`src/ucs_pkg.sv`:
```
// Shared types, codes and widths for the USB control endpoint sequencer.
package ucs_pkg;

  // Transfer modes of EP0
  localparam logic [1:0] MODE_IDLE       = 2'd0;
  localparam logic [1:0] MODE_READ_DATA  = 2'd1;
  localparam logic [1:0] MODE_READ_WAIT  = 2'd2;
  localparam logic [1:0] MODE_WRITE_STAT = 2'd3;

  // Token and handshake PIDs
  localparam logic [3:0] TOK_SETUP = 4'd13;
  localparam logic [3:0] PID_IN    = 4'd9;
  localparam logic [3:0] PID_OUT   = 4'd1;
  localparam logic [3:0] PID_ACK   = 4'd2;

  // Standard request codes
  localparam logic [7:0] REQ_STATUS     = 8'd0;
  localparam logic [7:0] REQ_SET_ADDR   = 8'd5;
  localparam logic [7:0] REQ_GET_DESC   = 8'd6;
  localparam logic [7:0] REQ_SET_CONFIG = 8'd9;
  localparam logic [7:0] REQ_GET_IF     = 8'd10;

  // Result actions
  localparam logic [2:0] ACT_NONE     = 3'd0;
  localparam logic [2:0] ACT_SEND     = 3'd1;
  localparam logic [2:0] ACT_ZLP      = 3'd2;
  localparam logic [2:0] ACT_STALL    = 3'd3;
  localparam logic [2:0] ACT_REARM_EP = 3'd4;
  localparam logic [2:0] ACT_IN_DONE  = 3'd5;

  // Device states
  localparam logic [1:0] DEV_DEFAULT    = 2'd0;
  localparam logic [1:0] DEV_ADDRESSED  = 2'd1;
  localparam logic [1:0] DEV_CONFIGURED = 2'd2;

  // Opcode of an input word
  localparam logic OP_TRANSACTION = 1'b0;
  localparam logic OP_BUS_RESET   = 1'b1;

  // Configuration register indexes
  localparam logic CFG_PKT_SIZE  = 1'b0;
  localparam logic CFG_SELF_PWR  = 1'b1;

  localparam logic [6:0] PKT_SIZE_RESET = 7'd8;

  localparam int InDataW  = 80;
  localparam int OutDataW = 48;

  typedef struct packed {
    logic        opcode;
    logic [3:0]  endpoint;
    logic        direction_in;
    logic [3:0]  pid;
    logic [7:0]  request_type;
    logic [7:0]  request_code;
    logic [15:0] setup_value;
    logic [15:0] setup_length;
    logic        descriptor_found;
    logic [15:0] descriptor_length;
  } item_t;

  typedef struct packed {
    logic [2:0]  action;
    logic [15:0] chunk_offset;
    logic [6:0]  chunk_count;
    logic        data_toggle;
    logic [7:0]  reply_byte;
    logic        rearm_ep0_out;
    logic [3:0]  out_endpoint;
    logic [6:0]  device_address;
    logic [1:0]  device_state;
  } result_t;

endpackage

```
`src/usb_control_endpoint_sequencer.sv`:
```
// Top level of the USB EP0 control-transfer sequencer.
//
//  Port group   Dir  Contents
//  s_axis_*     in   transaction word or bus reset (tuser = opcode)
//  m_axis_*     out  one result word per input word (tuser = action)
//  cfg_*        in   register write: 0 ep0_packet_size, 1 self_powered
//
//  Each word passes an input register, one stage of decision logic and a
//  result register; one word is taken per cycle while the sink does not stall.
//  The EP0 state advances in the cycle the word moves into the result
//  register. Reset clears all state and sets the packet size to 8.
//  A stalled sink holds the result register; the input register still
//  takes one more word before s_axis_tready drops.
module usb_control_endpoint_sequencer import ucs_pkg::*; (
  input  logic                clk_i,
  input  logic                rst_ni,
  input  logic                s_axis_tvalid,
  output logic                s_axis_tready,
  // endpoint[3:0], direction_in[4], pid[8:5], request_type[16:9],
  // request_code[24:17], setup_value[40:25], setup_length[56:41],
  // descriptor_found[57], descriptor_length[73:58], zeros[79:74]
  input  logic [InDataW-1:0]  s_axis_tdata,
  // opcode[0]
  input  logic                s_axis_tuser,
  output logic                m_axis_tvalid,
  input  logic                m_axis_tready,
  // chunk_offset[15:0], chunk_count[22:16], data_toggle[23], reply_byte[31:24],
  // rearm_ep0_out[32], out_endpoint[36:33], device_address[43:37],
  // device_state[45:44], zeros[47:46]
  output logic [OutDataW-1:0] m_axis_tdata,
  // action[2:0]
  output logic [2:0]          m_axis_tuser,
  input  logic                cfg_we_i,
  input  logic                cfg_addr_i,
  input  logic [6:0]          cfg_wdata_i
);

  item_t   in_item;
  item_t   held_item;
  logic    held_valid;
  logic    out_free;
  logic    step;
  result_t res;
  result_t out_res;

  // Unpack the input word
  always_comb begin
    in_item.opcode            = s_axis_tuser;
    in_item.endpoint          = s_axis_tdata[3:0];
    in_item.direction_in      = s_axis_tdata[4];
    in_item.pid               = s_axis_tdata[8:5];
    in_item.request_type      = s_axis_tdata[16:9];
    in_item.request_code      = s_axis_tdata[24:17];
    in_item.setup_value       = s_axis_tdata[40:25];
    in_item.setup_length      = s_axis_tdata[56:41];
    in_item.descriptor_found  = s_axis_tdata[57];
    in_item.descriptor_length = s_axis_tdata[73:58];
  end

  assign step = held_valid && out_free;

  ucs_in_reg u_in_reg (
    .clk_i      (clk_i),
    .rst_ni     (rst_ni),
    .in_valid_i (s_axis_tvalid),
    .in_ready_o (s_axis_tready),
    .in_item_i  (in_item),
    .take_i     (step),
    .valid_o    (held_valid),
    .item_o     (held_item)
  );

  ucs_ctrl u_ctrl (
    .clk_i       (clk_i),
    .rst_ni      (rst_ni),
    .cfg_we_i    (cfg_we_i),
    .cfg_addr_i  (cfg_addr_i),
    .cfg_wdata_i (cfg_wdata_i),
    .step_i      (step),
    .item_i      (held_item),
    .res_o       (res)
  );

  ucs_out_reg u_out_reg (
    .clk_i   (clk_i),
    .rst_ni  (rst_ni),
    .load_i  (held_valid),
    .free_o  (out_free),
    .res_i   (res),
    .valid_o (m_axis_tvalid),
    .ready_i (m_axis_tready),
    .res_o   (out_res)
  );

  // Pack the result word
  assign m_axis_tuser = out_res.action;
  assign m_axis_tdata = {2'b00, out_res.device_state, out_res.device_address,
                         out_res.out_endpoint, out_res.rearm_ep0_out,
                         out_res.reply_byte, out_res.data_toggle,
                         out_res.chunk_count, out_res.chunk_offset};

endmodule

```
`src/ucs_in_reg.sv`:
```
// Input register of the sequencer: holds one accepted word until it is processed.
module ucs_in_reg import ucs_pkg::*; (
  input  logic  clk_i,
  input  logic  rst_ni,
  input  logic  in_valid_i,
  output logic  in_ready_o,
  input  item_t in_item_i,
  input  logic  take_i,
  output logic  valid_o,
  output item_t item_o
);

  logic  valid_q;
  item_t item_q;

  // Accept when empty or when the held word leaves this cycle
  assign in_ready_o = !valid_q || take_i;
  assign valid_o    = valid_q;
  assign item_o     = item_q;

  always_ff @(posedge clk_i or negedge rst_ni) begin
    if (!rst_ni) begin
      valid_q <= 1'b0;
    end else if (in_ready_o) begin
      valid_q <= in_valid_i;
    end
  end

  // Load payload on accept
  always_ff @(posedge clk_i) begin
    if (in_valid_i && in_ready_o) begin
      item_q <= in_item_i;
    end
  end

endmodule

```
`src/ucs_ctrl.sv`:
```
// EP0 control-transfer state, configuration registers and per-word decision logic.
module ucs_ctrl import ucs_pkg::*; (
  input  logic       clk_i,
  input  logic       rst_ni,
  input  logic       cfg_we_i,
  input  logic       cfg_addr_i,
  input  logic [6:0] cfg_wdata_i,
  input  logic       step_i,
  input  item_t      item_i,
  output result_t    res_o
);

  logic [6:0]  pkt_size_q;
  logic        self_pwr_q;

  logic [1:0]  mode_q, mode_d;
  logic        pend_q, pend_d;
  logic [6:0]  pend_addr_q, pend_addr_d;
  logic [6:0]  addr_q, addr_d;
  logic [1:0]  dev_q, dev_d;
  logic [15:0] sent_q, sent_d;
  logic [15:0] limit_q, limit_d;
  logic        tog_q, tog_d;

  logic        chunk;
  logic        start;
  logic [15:0] st_limit;
  logic [7:0]  st_byte;
  logic [15:0] sent_b;
  logic [15:0] limit_b;
  logic        tog_b;
  logic [15:0] room;
  logic [15:0] pkt16;
  logic        short_pkt;
  logic [6:0]  count;
  logic        do_status;
  result_t     res;

  assign pkt16 = {9'd0, pkt_size_q};

  // Decode the word, then build the chunk and the next state
  always_comb begin
    mode_d      = mode_q;
    pend_d      = pend_q;
    pend_addr_d = pend_addr_q;
    addr_d      = addr_q;
    dev_d       = dev_q;
    sent_d      = sent_q;
    limit_d     = limit_q;
    tog_d       = tog_q;
    res         = '0;
    res.out_endpoint = item_i.endpoint;
    chunk     = 1'b0;
    start     = 1'b0;
    st_limit  = 16'd0;
    st_byte   = 8'd0;
    do_status = 1'b0;

    if (item_i.opcode == OP_BUS_RESET) begin
      mode_d      = MODE_IDLE;
      pend_d      = 1'b0;
      pend_addr_d = 7'd0;
      addr_d      = 7'd0;
      dev_d       = DEV_DEFAULT;
      sent_d      = 16'd0;
      limit_d     = 16'd0;
      tog_d       = 1'b0;
      res.rearm_ep0_out = 1'b1;
      res.out_endpoint  = 4'd0;
    end else if (item_i.endpoint != 4'd0) begin
      res.action = item_i.direction_in ? ACT_IN_DONE : ACT_REARM_EP;
    end else if (item_i.pid == TOK_SETUP) begin
      res.rearm_ep0_out = 1'b1;
      if (item_i.request_type[6:5] == 2'b00) begin
        case (item_i.request_code)
          REQ_GET_DESC: begin
            if (item_i.descriptor_found) begin
              chunk    = 1'b1;
              start    = 1'b1;
              st_limit = (item_i.setup_length < item_i.descriptor_length) ?
                         item_i.setup_length : item_i.descriptor_length;
            end else begin
              res.action = ACT_STALL;
            end
          end
          REQ_SET_ADDR: begin
            pend_addr_d = item_i.setup_value[6:0];
            pend_d      = 1'b1;
            do_status   = 1'b1;
          end
          REQ_SET_CONFIG: begin
            dev_d     = DEV_CONFIGURED;
            do_status = 1'b1;
          end
          REQ_GET_IF: begin
            chunk    = 1'b1;
            start    = 1'b1;
            st_limit = 16'd1;
            st_byte  = 8'd1;
          end
          REQ_STATUS: begin
            chunk    = 1'b1;
            start    = 1'b1;
            st_limit = 16'd1;
            st_byte  = {7'd0, self_pwr_q};
          end
          default: begin
          end
        endcase
      end
    end else if (item_i.pid == PID_IN) begin
      if (mode_q == MODE_READ_DATA) begin
        chunk = 1'b1;
      end else if (mode_q == MODE_WRITE_STAT) begin
        mode_d = MODE_IDLE;
        if (pend_q) begin
          dev_d  = DEV_ADDRESSED;
          addr_d = pend_addr_q;
          pend_d = 1'b0;
        end
      end
    end else if (item_i.pid == PID_ACK) begin
      if (mode_q == MODE_READ_DATA) begin
        chunk = 1'b1;
      end else if (mode_q == MODE_WRITE_STAT) begin
        mode_d = MODE_IDLE;
      end
    end else if (item_i.pid == PID_OUT) begin
      if (mode_q == MODE_READ_WAIT || mode_q == MODE_READ_DATA) begin
        mode_d = MODE_IDLE;
      end
      res.rearm_ep0_out = 1'b1;
    end

    // Zero-length status stage of a write request
    if (do_status) begin
      sent_d          = 16'd0;
      limit_d         = 16'd0;
      tog_d           = 1'b1;
      res.action      = ACT_ZLP;
      res.data_toggle = 1'b1;
      mode_d          = MODE_WRITE_STAT;
    end

    // Chunk of min(packet size, remaining) bytes
    sent_b    = start ? 16'd0 : sent_q;
    limit_b   = start ? st_limit : limit_q;
    tog_b     = start ? 1'b0 : tog_q;
    room      = (sent_b < limit_b) ? (limit_b - sent_b) : 16'd0;
    short_pkt = room < pkt16;
    count     = short_pkt ? room[6:0] : pkt_size_q;
    if (chunk) begin
      res.action       = ACT_SEND;
      res.chunk_offset = sent_b;
      res.chunk_count  = count;
      res.reply_byte   = (count != 7'd0) ? st_byte : 8'd0;
      res.data_toggle  = ~tog_b;
      sent_d           = sent_b + {9'd0, count};
      limit_d          = limit_b;
      tog_d            = ~tog_b;
      // A short chunk that reaches the limit ends the data stage
      mode_d = (short_pkt && (sent_b <= limit_b)) ? MODE_READ_WAIT : MODE_READ_DATA;
    end

    res.device_address = addr_d;
    res.device_state   = dev_d;
  end

  assign res_o = res;

  // Configuration registers
  always_ff @(posedge clk_i or negedge rst_ni) begin
    if (!rst_ni) begin
      pkt_size_q <= PKT_SIZE_RESET;
      self_pwr_q <= 1'b0;
    end else if (cfg_we_i) begin
      if (cfg_addr_i == CFG_PKT_SIZE) begin
        pkt_size_q <= cfg_wdata_i;
      end else begin
        self_pwr_q <= cfg_wdata_i[0];
      end
    end
  end

  // Advance the transfer state once per processed word
  always_ff @(posedge clk_i or negedge rst_ni) begin
    if (!rst_ni) begin
      mode_q      <= MODE_IDLE;
      pend_q      <= 1'b0;
      pend_addr_q <= 7'd0;
      addr_q      <= 7'd0;
      dev_q       <= DEV_DEFAULT;
      sent_q      <= 16'd0;
      limit_q     <= 16'd0;
      tog_q       <= 1'b0;
    end else if (step_i) begin
      mode_q      <= mode_d;
      pend_q      <= pend_d;
      pend_addr_q <= pend_addr_d;
      addr_q      <= addr_d;
      dev_q       <= dev_d;
      sent_q      <= sent_d;
      limit_q     <= limit_d;
      tog_q       <= tog_d;
    end
  end

endmodule

```
`src/ucs_out_reg.sv`:
```
// Result register of the sequencer: holds one result word until the sink takes it.
module ucs_out_reg import ucs_pkg::*; (
  input  logic    clk_i,
  input  logic    rst_ni,
  input  logic    load_i,
  output logic    free_o,
  input  result_t res_i,
  output logic    valid_o,
  input  logic    ready_i,
  output result_t res_o
);

  logic    valid_q;
  result_t res_q;

  // Free when empty or drained this cycle
  assign free_o  = !valid_q || ready_i;
  assign valid_o = valid_q;
  assign res_o   = res_q;

  always_ff @(posedge clk_i or negedge rst_ni) begin
    if (!rst_ni) begin
      valid_q <= 1'b0;
    end else if (free_o) begin
      valid_q <= load_i;
    end
  end

  // Capture a new result
  always_ff @(posedge clk_i) begin
    if (load_i && free_o) begin
      res_q <= res_i;
    end
  end

endmodule
```
`config.mk`:
```
export PLATFORM = sky130hd
export DESIGN_NAME = usb_control_endpoint_sequencer
export DESIGN_NICKNAME = d
export VERILOG_FILES = /design/src/ucs_pkg.sv /design/src/usb_control_endpoint_sequencer.sv /design/src/ucs_in_reg.sv /design/src/ucs_ctrl.sv /design/src/ucs_out_reg.sv
export SDC_FILE = /design/constraint.sdc
export NUM_CORES = 1
export LEC_CHECK = 0
export BUFFER_PORTS_ARGS = -buffer_cell sky130_fd_sc_hd__buf_2
export CAP_MARGIN = 20
export CORE_MARGIN = 8
export CORE_UTILIZATION = 54
export CTS_BUF_LIST = sky130_fd_sc_hd__clkbuf_2 sky130_fd_sc_hd__clkbuf_4 sky130_fd_sc_hd__clkbuf_8
export CTS_CLUSTER_SIZE = 8
export DETAILED_ROUTE_END_ITERATION = 7
export PLACE_DENSITY_LB_ADDON = 0.15
export SKIP_CTS_REPAIR_TIMING = 1
export SLEW_MARGIN = 0
export SYNTH_ARGS = -nofsm -noshare
export SYNTH_HDL_FRONTEND = slang
export SYNTH_HIERARCHICAL = 1
export SYNTH_SLANG_ARGS = --single-unit
```
`constraint.sdc`:
```
create_clock -name clk_i -period 9.3 [get_ports clk_i]
set_input_delay 2.325 -clock clk_i [delete_from_list [all_inputs] [get_ports clk_i]]
set_output_delay 2.325 -clock clk_i [all_outputs]
set_load 0.005 [all_outputs]
```
==> impl_metrics.toml, run 1 <==
[setup_path]
required_ns = 9.65
slowest_stage = "edfxtp_1"
path_max_fanout = 9
worstPathArrival_ns = 8.96
path_class = "reg2reg"
startpoint_type = "flop"
critPathCaptureType = "flop"
slowest_delay_ns = 0.41

[flow_run]
drv_cap = 0

[global_routing]
overflow = 0
grt_pass1_vias = 6479
grt_pass1_wl_mm = 32.23
track_usage_pct = 18.93
grt_max_degree = 63
grt_antenna_before_repair = 0

[logic_synthesis]
synth.avg_cell_area_um2 = 11.23
synth_cells = 800
synthesis.area_mm2 = 0.008985
synth_warnings = 6

[floorplanning]
placementRows = 47
die_area_mm2 = 0.02102
dieWidth_um = 145.0
io_pins = 147
die_h_um = 145.0
coreArea_mm2 = 0.01641
start_util_pct = 54.76

[timing]
min_period_ns = 8.604
fmaxAchievable_ghz = 0.1162
finalSetupViolCount = 0
rsz0062_at_grt = "no"
finalCritPeriodShare_pct = 92.52
fin_ws_ns = 0.6957
clock_skew_ns = 0.01809
fin_setup_tns_ns = 0
tightestPinTransition_ns = 0.8775
relSlewSlack_pct = 41.50
drv_slew = 0
final_hold_viol_count = 0

[pwr]
p_sw_share_pct = 26.50
seqPwrFrac_pct = 56.5
p_int_w = 0.001147
p_comb_share_pct = 9.5
clkPwrFrac_pct = 34.0
p_leak_nw = 4.552
irDropWorstVdd_uv = 121.4
p_switching_w = 0.0004136
powerDensity_mw_per_mm2 = 152.7

[drt]
remaining_drc_errors = 0
vias = 6456
routed_wl_mm = 20.12
first_iter_violations = 574
drt-pass1-iter-count = 5
vias_per_cell = 5.566
wl_per_cell_um = 17.34
final_antenna_net_count = 0

[run_status]
status = "finished, final reports clean"

[clock_network]
cts_tree = "done"
clockRootBuffer = "clkbuf_8"
cts_sinks = 171
h-tree-depth = 4
clk_path_buf_depth = 2
insertion_delay_ns = 0.46
cts_buffers = 17
clk_pin_slew_ns = 0.10

[layout]
multi_input_area_mm2 = 0.003845
fill_cells = 1325
final_util_pct = 62.32
antennaDiodeCount = 0
drive_gt1_share_pct = 22.87
fin_nets = 1071
seq_area_mm2 = 0.004826
synthToLayoutAreaGrowth_pct = 13.80

[place]
pre_cts_slack_ns = 0.3405
port_buffers = 123
gp_congestion = 0.9015
dp_hpwl_mm = 15.06

[hold_path]
hold_path_class = "reg2reg"
==> power by group through the flow <==
stage / Sequential, W / Combinational [W] / Clock (W)
global placement: 0.000897 / 0.000145 / 0
finish: 0.000882 / 0.000149 / 0.000530
detailed placement: 0.000898 / 0.000150 / 0
floorplan: 0.000895 / 0.0000875 / 0
CTS: 0.000882 / 0.000151 / 0.000543
global route: 0.000887 / 0.000166 / 0.000576
==> through the flow <==
stage          cells  area, um^2  hold WS, ns  total power [W]
2_1_floorplan    807        9011       0.4428        0.0009829
3_3_place_gp    1127        9781       0.4482         0.001042
3_5_place_dp    1127        9781       0.4526         0.001048
4_1_cts         1159       10190       0.4757         0.001577
5_1_grt         1160       10220       0.4894         0.001628
6_report        1160       10220       0.4713         0.001561
==> path summary, 6_finish.rpt <==
kind                                               start                           endpoint  slack [ns]  depth (start not counted)
max                         u_in_reg/item_o[1]$_DFFE_PP_      u_ctrl/sent_q[14]$_DFFE_PN0P_        0.70                         40
min                        u_in_reg/item_o[37]$_DFFE_PP_  u_ctrl/pend_addr_q[4]$_DFFE_PN0P_        0.47                          1
max reg2reg                 u_in_reg/item_o[1]$_DFFE_PP_      u_ctrl/sent_q[14]$_DFFE_PN0P_        0.70                         40
min reg2reg                u_in_reg/item_o[37]$_DFFE_PP_  u_ctrl/pend_addr_q[4]$_DFFE_PN0P_        0.47                          1
max in group asynchronous                         rst_ni      u_ctrl/limit_q[5]$_DFFE_PN0P_        6.69                          2
min in group asynchronous                         rst_ni   u_ctrl/pkt_size_q[6]$_DFFE_PN0P_        2.04                          2
==> layout by cell type, fill, tap and decap left out, types with 5 or more instances in the layout <==
master      n
nand2_1    92
and3_1      9
xnor2_1     8
clkbuf_8   17
edfxtp_1  109
nor3_1      6
mux2_2     12
inv_1      46
mux2i_1    25
nand3_1    18
conb_1      9
buf_4       9
a21oi_1    41
nor2b_1    13
and2_1      6
o21a_1      6
nor2_1     51
o21ai_0    31
ha_1       48
xor2_1      7
nand2b_1   10
nand4_1    11
buf_2     123
a22o_1      8
o31ai_1     5
dfrtp_1    61
a21o_1     12
o21ai_1    41
==> critical path, delay by kind of cell (launching register included) <==
family	cells	cell delay, ns
compound gates	19	3.61
fa+ha+maj	6	1.71
buf+inv	4	0.49
flops	1	0.41
mux	1	0.31
simple gates	10	1.98
==> cell type report <==
class,count,share of cell area (%)
clock inverter,15,1.738
clock buffer,17,2.288
inverter,46,1.689
timing repair buffer,133,6.791
tap,220,2.692
sequential,171,47.20
multi-input combinational,558,37.60
==> per-layer routing <==
metal / global-route usage [%] / share of wire [%] / vias to the layer above
li1: - / - / 3151
met1: 23.33 / 45 / 3079
met2: 31.24 / 47 / 195
met3: 5.100 / 5.4 / 31
met4: 7.207 / 2.4 / 0
met5: 0 / 0 / -
==> registers in the layout, indices dropped and copies added (netlist names) <==
register,count
u_ctrl/limit_q,16
u_ctrl/pend_addr_q,7
u_in_reg/valid_o,1
u_in_reg/item_o,60
u_out_reg/valid_o,1
u_ctrl/addr_q,7
u_ctrl/sent_q,16
u_out_reg/res_o,49
u_ctrl/pkt_size_q,7
u_ctrl/self_pwr_q,1
u_ctrl/dev_q,2
u_ctrl/pend_q,1
u_ctrl/mode_q,2
u_ctrl/tog_q,1
No activity file was read; power rests on OpenSTA's default activity.
==> run 2: changes to the inputs <==
ABC_AREA = 1   (was not set)
==> impl_metrics.toml, run 2 <==
[setup_path]
r2r_end = "u_ctrl/sent_q[14]$_DFFE_PN0P_"
path_buf_inv = 7
worstPathArrival_ns = 8.09
critPathCaptureType = "flop"
rrSetupSlack_ns = 1.59
crit_top_cell = "nand2_1"
slowest_delay_ns = 0.65
reg2regPathDepth = 43
required_ns = 9.68
path_class = "reg2reg"
cp_top_family = "simple AND/OR/NAND/NOR gates"
slowest_stage = "edfxtp_1"
path_max_fanout = 28
startpoint_type = "flop"
regToRegStartpoint = "u_in_reg/item_o[74]$_DFFE_PP_"

[timing]
finalSetupViolCount = 0
clock_skew_ns = 0.008988
rsz0062_at_grt = "no"
final_hold_viol_count = 0
min_period_ns = 7.713
relSlewSlack_pct = 34.10
drv_slew = 0
tightestPinTransition_ns = 0.9857
finalCritPeriodShare_pct = 82.94
hold_ws_ns = 0.4818
fin_setup_tns_ns = 0
fmaxAchievable_ghz = 0.1297

[global_routing]
overflow = 0
grt_pass1_wl_mm = 33.29
grt_pass1_vias = 7024
track_usage_pct = 19.12
grt_max_degree = 63
grt_antenna_before_repair = 0

[drt]
first_iter_violations = 494
wl_per_cell_um = 14.44
remaining_drc_errors = 0
drt-pass1-iter-count = 5
vias_per_cell = 5.106
final_antenna_net_count = 0
vias = 7087
routed_wl_mm = 20.05

[pwr]
p_leak_nw = 4.963
irDropWorstVdd_uv = 115.5
finalPower_w = 0.001589
powerDensity_mw_per_mm2 = 151.3

[hold_path]
hold_path_class = "reg2reg"
min_path_cells = 2
hp-start = "u_ctrl/addr_q[2]$_DFFE_PN0P_"
hold_end = "u_ctrl/addr_q[2]$_DFFE_PN0P_"

[floorplanning]
placementRows = 48
die_h_um = 146.9
start_util_pct = 54.45
die_area_mm2 = 0.02158
coreArea_mm2 = 0.01700
io_pins = 147
dieWidth_um = 146.9

[clock_network]
clk_path_buf_depth = 2
h-tree-depth = 4
cts_buffers = 17
clockRootBuffer = "clkbuf_8"
clk_pin_slew_ns = 0.09
cts_sinks = 171
cts_tree = "done"
insertion_delay_ns = 0.46

[layout]
fill_cells = 1470
fin_nets = 1294
final_common_cell = "nand2_1"
antennaDiodeCount = 0
drive_gt1_share_pct = 18.74
most-common-layout-cells = "nand2_1 (219), inv_1 (171), buf_2 (123)"
largest_reg_flops = 60
synthToLayoutAreaGrowth_pct = 13.42

[run_status]
status = "finished, final reports clean"

[logic_synthesis]
synthesis.area_mm2 = 0.009255
synth_warnings = 6
synth_cells = 1025
synth.avg_cell_area_um2 = 9.029

[place]
gp_congestion = 0.8941
dp_hpwl_mm = 14.93
port_buffers = 123

[flow_run]
drv_cap = 0
## run 2: how the worst max path moves through the flow
stage / start / end / slack (ns) / cells past startpoint
6_report: u_in_reg/item_o[74]$_DFFE_PP_ / u_ctrl/sent_q[14]$_DFFE_PN0P_ / 1.59 / 43
5_1_grt: u_in_reg/item_o[74]$_DFFE_PP_ / u_ctrl/sent_q[14]$_DFFE_PN0P_ / 0.73 / 43
4_1_cts: u_in_reg/item_o[74]$_DFFE_PP_ / u_ctrl/sent_q[14]$_DFFE_PN0P_ / 1.55 / 43
3_5_place_dp: u_in_reg/item_o[74]$_DFFE_PP_ / u_ctrl/sent_q[14]$_DFFE_PN0P_ / 1.61 / 43
3_3_place_gp: u_in_reg/item_o[74]$_DFFE_PP_ / u_ctrl/sent_q[14]$_DFFE_PN0P_ / 1.76 / 43
2_1_floorplan: m_axis_tready / u_in_reg/item_o[0]$_DFFE_PP_ / 3.26 / 6
## run 2: layout make-up
type | count | area, um^2 | area share (%)
flip-flops and latches | 171 | 4826 | 45.97
repair buffers | 128 | 653.1 | 6.222
clock inverters | 10 | 146.4 | 1.395
multi-input cells | 651 | 3631 | 34.59
inverters | 181 | 681.9 | 6.496
well taps | 225 | 281.5 | 2.682
clock buffers | 22 | 277.8 | 2.646
## run 2: through the flow
stage | setup slack (ns) | cell area (um^2) | util (%) | cells
final | 1.587 | 10500 | 61.76 | 1388
after global routing | 0.7338 | 10500 | 61.76 | 1388
after CTS | 1.552 | 10500 | 61.76 | 1388
after detailed placement | 1.611 | 10070 | 59.27 | 1356
after global placement | 1.757 | 10070 | 59.27 | 1356
after floorplan | 3.262 | 9281 | - | 1032
## run 2: where the power goes
part	switching [W]	total (W)	internal, W	leakage (nW)
logic	0.0000975	0.000147	0.0000496	2.87
clock network	0.000265	0.000551	0.000286	0.209
registers	0.0000197	0.000891	0.000871	1.88
total	0.000382	0.00159	0.00121	4.96
## run 2: worst reg2reg max path: cells and delay by family, from the launching register on
family / cells / cell delay (ns)
simple gates: 25 / 3.03
buf+inv: 7 / 1.50
fa+ha+maj: 4 / 1.28
compound gates: 7 / 1.17
flops: 1 / 0.65
## run 2: per-layer routing
metal / wire length, um / global-route usage, % / vias to the layer above
met1: 9258 / 25.22 / 3281
met4: 393 / 6.731 / 0
met2: 9218 / 30.14 / 192
met5: 0 / 0 / -
li1: - / - / 3585
met3: 1176 / 4.829 / 29
==> run 3: changes to the inputs <==
clock period = 8.1 ns   (was 9.3 ns; I/O delays follow)
==> impl_metrics.toml, run 3 (same netlist as run 2, synthesis figures left out) <==
[run_status]
status = "finished, final reports clean"

[global_routing]
grt_pass1_wl_mm = 32.60
use_met2_pct = 29.31
grt_antenna_before_repair = 0
grt_max_degree = 63
top_usage_layer = "met2"
grt_pass1_vias = 6826
track_usage_pct = 18.55
grt_use_met3_pct = 4.245
grt_use_met1_pct = 25.27
overflow = 0

[clock_network]
clockRootBuffer = "clkbuf_8"
clk_pin_slew_ns = 0.09
clk_path_buf_depth = 2
cts_sinks = 171
cts_buffers = 17
insertion_delay_ns = 0.45
h-tree-depth = 4
cts_tree = "done"

[setup_path]
path_buf_inv = 3
slowest_stage = "ha_1"
crit_path_start = "u_in_reg/item_o[26]$_DFFE_PP_"
critPathCaptureType = "flop"
path_class = "reg2reg"
startpoint_type = "flop"
worstPathArrival_ns = 7.72
required_ns = 8.46
reg2regPathDepth = 45
rrSetupSlack_ns = 0.74
cp_top_family = "simple AND/OR/NAND/NOR gates"
r2r_end = "u_ctrl/sent_q[14]$_DFFE_PN0P_"
path_max_fanout = 21
slowest_delay_ns = 0.46
crit_top_cell = "nand2_1"
regToRegStartpoint = "u_in_reg/item_o[26]$_DFFE_PP_"

[drt]
wl_per_cell_um = 14.30
drt-pass1-iter-count = 5
remaining_drc_errors = 0
first_iter_violations = 478
vias_per_cell = 5.088
routed_wl_mm = 19.87
final_antenna_net_count = 0
vias = 7073

[timing]
rsz0062_at_grt = "no"
min_period_ns = 7.359
fmaxAchievable_ghz = 0.1359
hold_ws_ns = 0.4898
final_hold_viol_count = 0
tightestPinTransition_ns = 0.8090
clock_skew_ns = 0.01821
relSlewSlack_pct = 46.07
finalSetupViolCount = 0
fin_setup_tns_ns = 0
drv_slew = 0
finalCritPeriodShare_pct = 90.86

[place]
placed_area_mm2 = 0.01009
dp_hpwl_mm = 14.83
port_buffers = 123
gp_congestion = 0.8843

[floorplanning]
dieWidth_um = 146.9
coreArea_mm2 = 0.01700
io_pins = 147
start_util_pct = 54.45
placementRows = 48
die_h_um = 146.9
die_area_mm2 = 0.02158

[pwr]
irDropWorstVdd_uv = 137.5
finalPower_w = 0.001778
p_leak_nw = 4.960
powerDensity_mw_per_mm2 = 169.6

[layout]
largest_reg_flops = 60
most-common-layout-cells = "nand2_1 (219), inv_1 (171), buf_2 (123)"
final_util_pct = 61.68
fin_nets = 1296
final_common_cell = "nand2_1"
synthToLayoutAreaGrowth_pct = 13.26
drive_gt1_share_pct = 18.97
antennaDiodeCount = 0
finalInstanceArea_mm2 = 0.01048

[hold_path]
hold_path_class = "reg2reg"
hold_end = "u_ctrl/sent_q[12]$_DFFE_PN0P_"
hp-start = "u_ctrl/sent_q[12]$_DFFE_PN0P_"
min_path_cells = 2

[flow_run]
drv_cap = 0
## run 3: power breakdown
| part | switching, W | total, W | internal [W] |
|---|---|---|---|
| Sequential | 0.0000226 | 0.00102 | 0.00100 |
| Combinational | 0.000114 | 0.000172 | 0.0000583 |
| Clock | 0.000312 | 0.000583 | 0.000271 |
| Total | 0.000448 | 0.00178 | 0.00133 |
## run 3: how the worst max path moves through the flow
stage / endpoint / slack, ns / cells after the start
after floorplan: u_ctrl/sent_q[14]$_DFFE_PN0P_ / 2.20 / 48
after global placement: u_ctrl/sent_q[14]$_DFFE_PN0P_ / 0.90 / 45
after detailed placement: u_ctrl/sent_q[14]$_DFFE_PN0P_ / 0.70 / 45
after CTS: u_ctrl/sent_q[14]$_DFFE_PN0P_ / 0.66 / 45
after global routing: u_ctrl/sent_q[14]$_DFFE_PN0P_ / 0.06 / 45
final: u_ctrl/sent_q[14]$_DFFE_PN0P_ / 0.74 / 45
## run 3: stage by stage
stage / worst slack [ns] / instances
after floorplan: 2.202 / 1032
after global placement: 0.8967 / 1358
after detailed placement: 0.7033 / 1358
after CTS: 0.6611 / 1390
after global routing: 0.05749 / 1390
final: 0.7407 / 1390
## run 3: tightest hold or removal path: cells and delay by family, from the launching register on
kind	cells	cell delay, ns
and+or+nand+nor	2	0.11
DFF	1	0.35
## run 3: layout make-up
type	instances	area [um^2]
clock inverter	11	112.6
multi-input combinational	651	3636
timing repair buffer	130	668.1
clock buffer	21	276.5
inverter	181	681.9
fill	1439	6514
tap	225	281.5
sequential	171	4826
## run 3: metal layers
layer | share of wire [%] | up-vias
li1 | - | 3605
met1 | 48 | 3246
met2 | 46 | 205
met3 | 5.6 | 17
met4 | 1.2 | 0
met5 | 0 | -
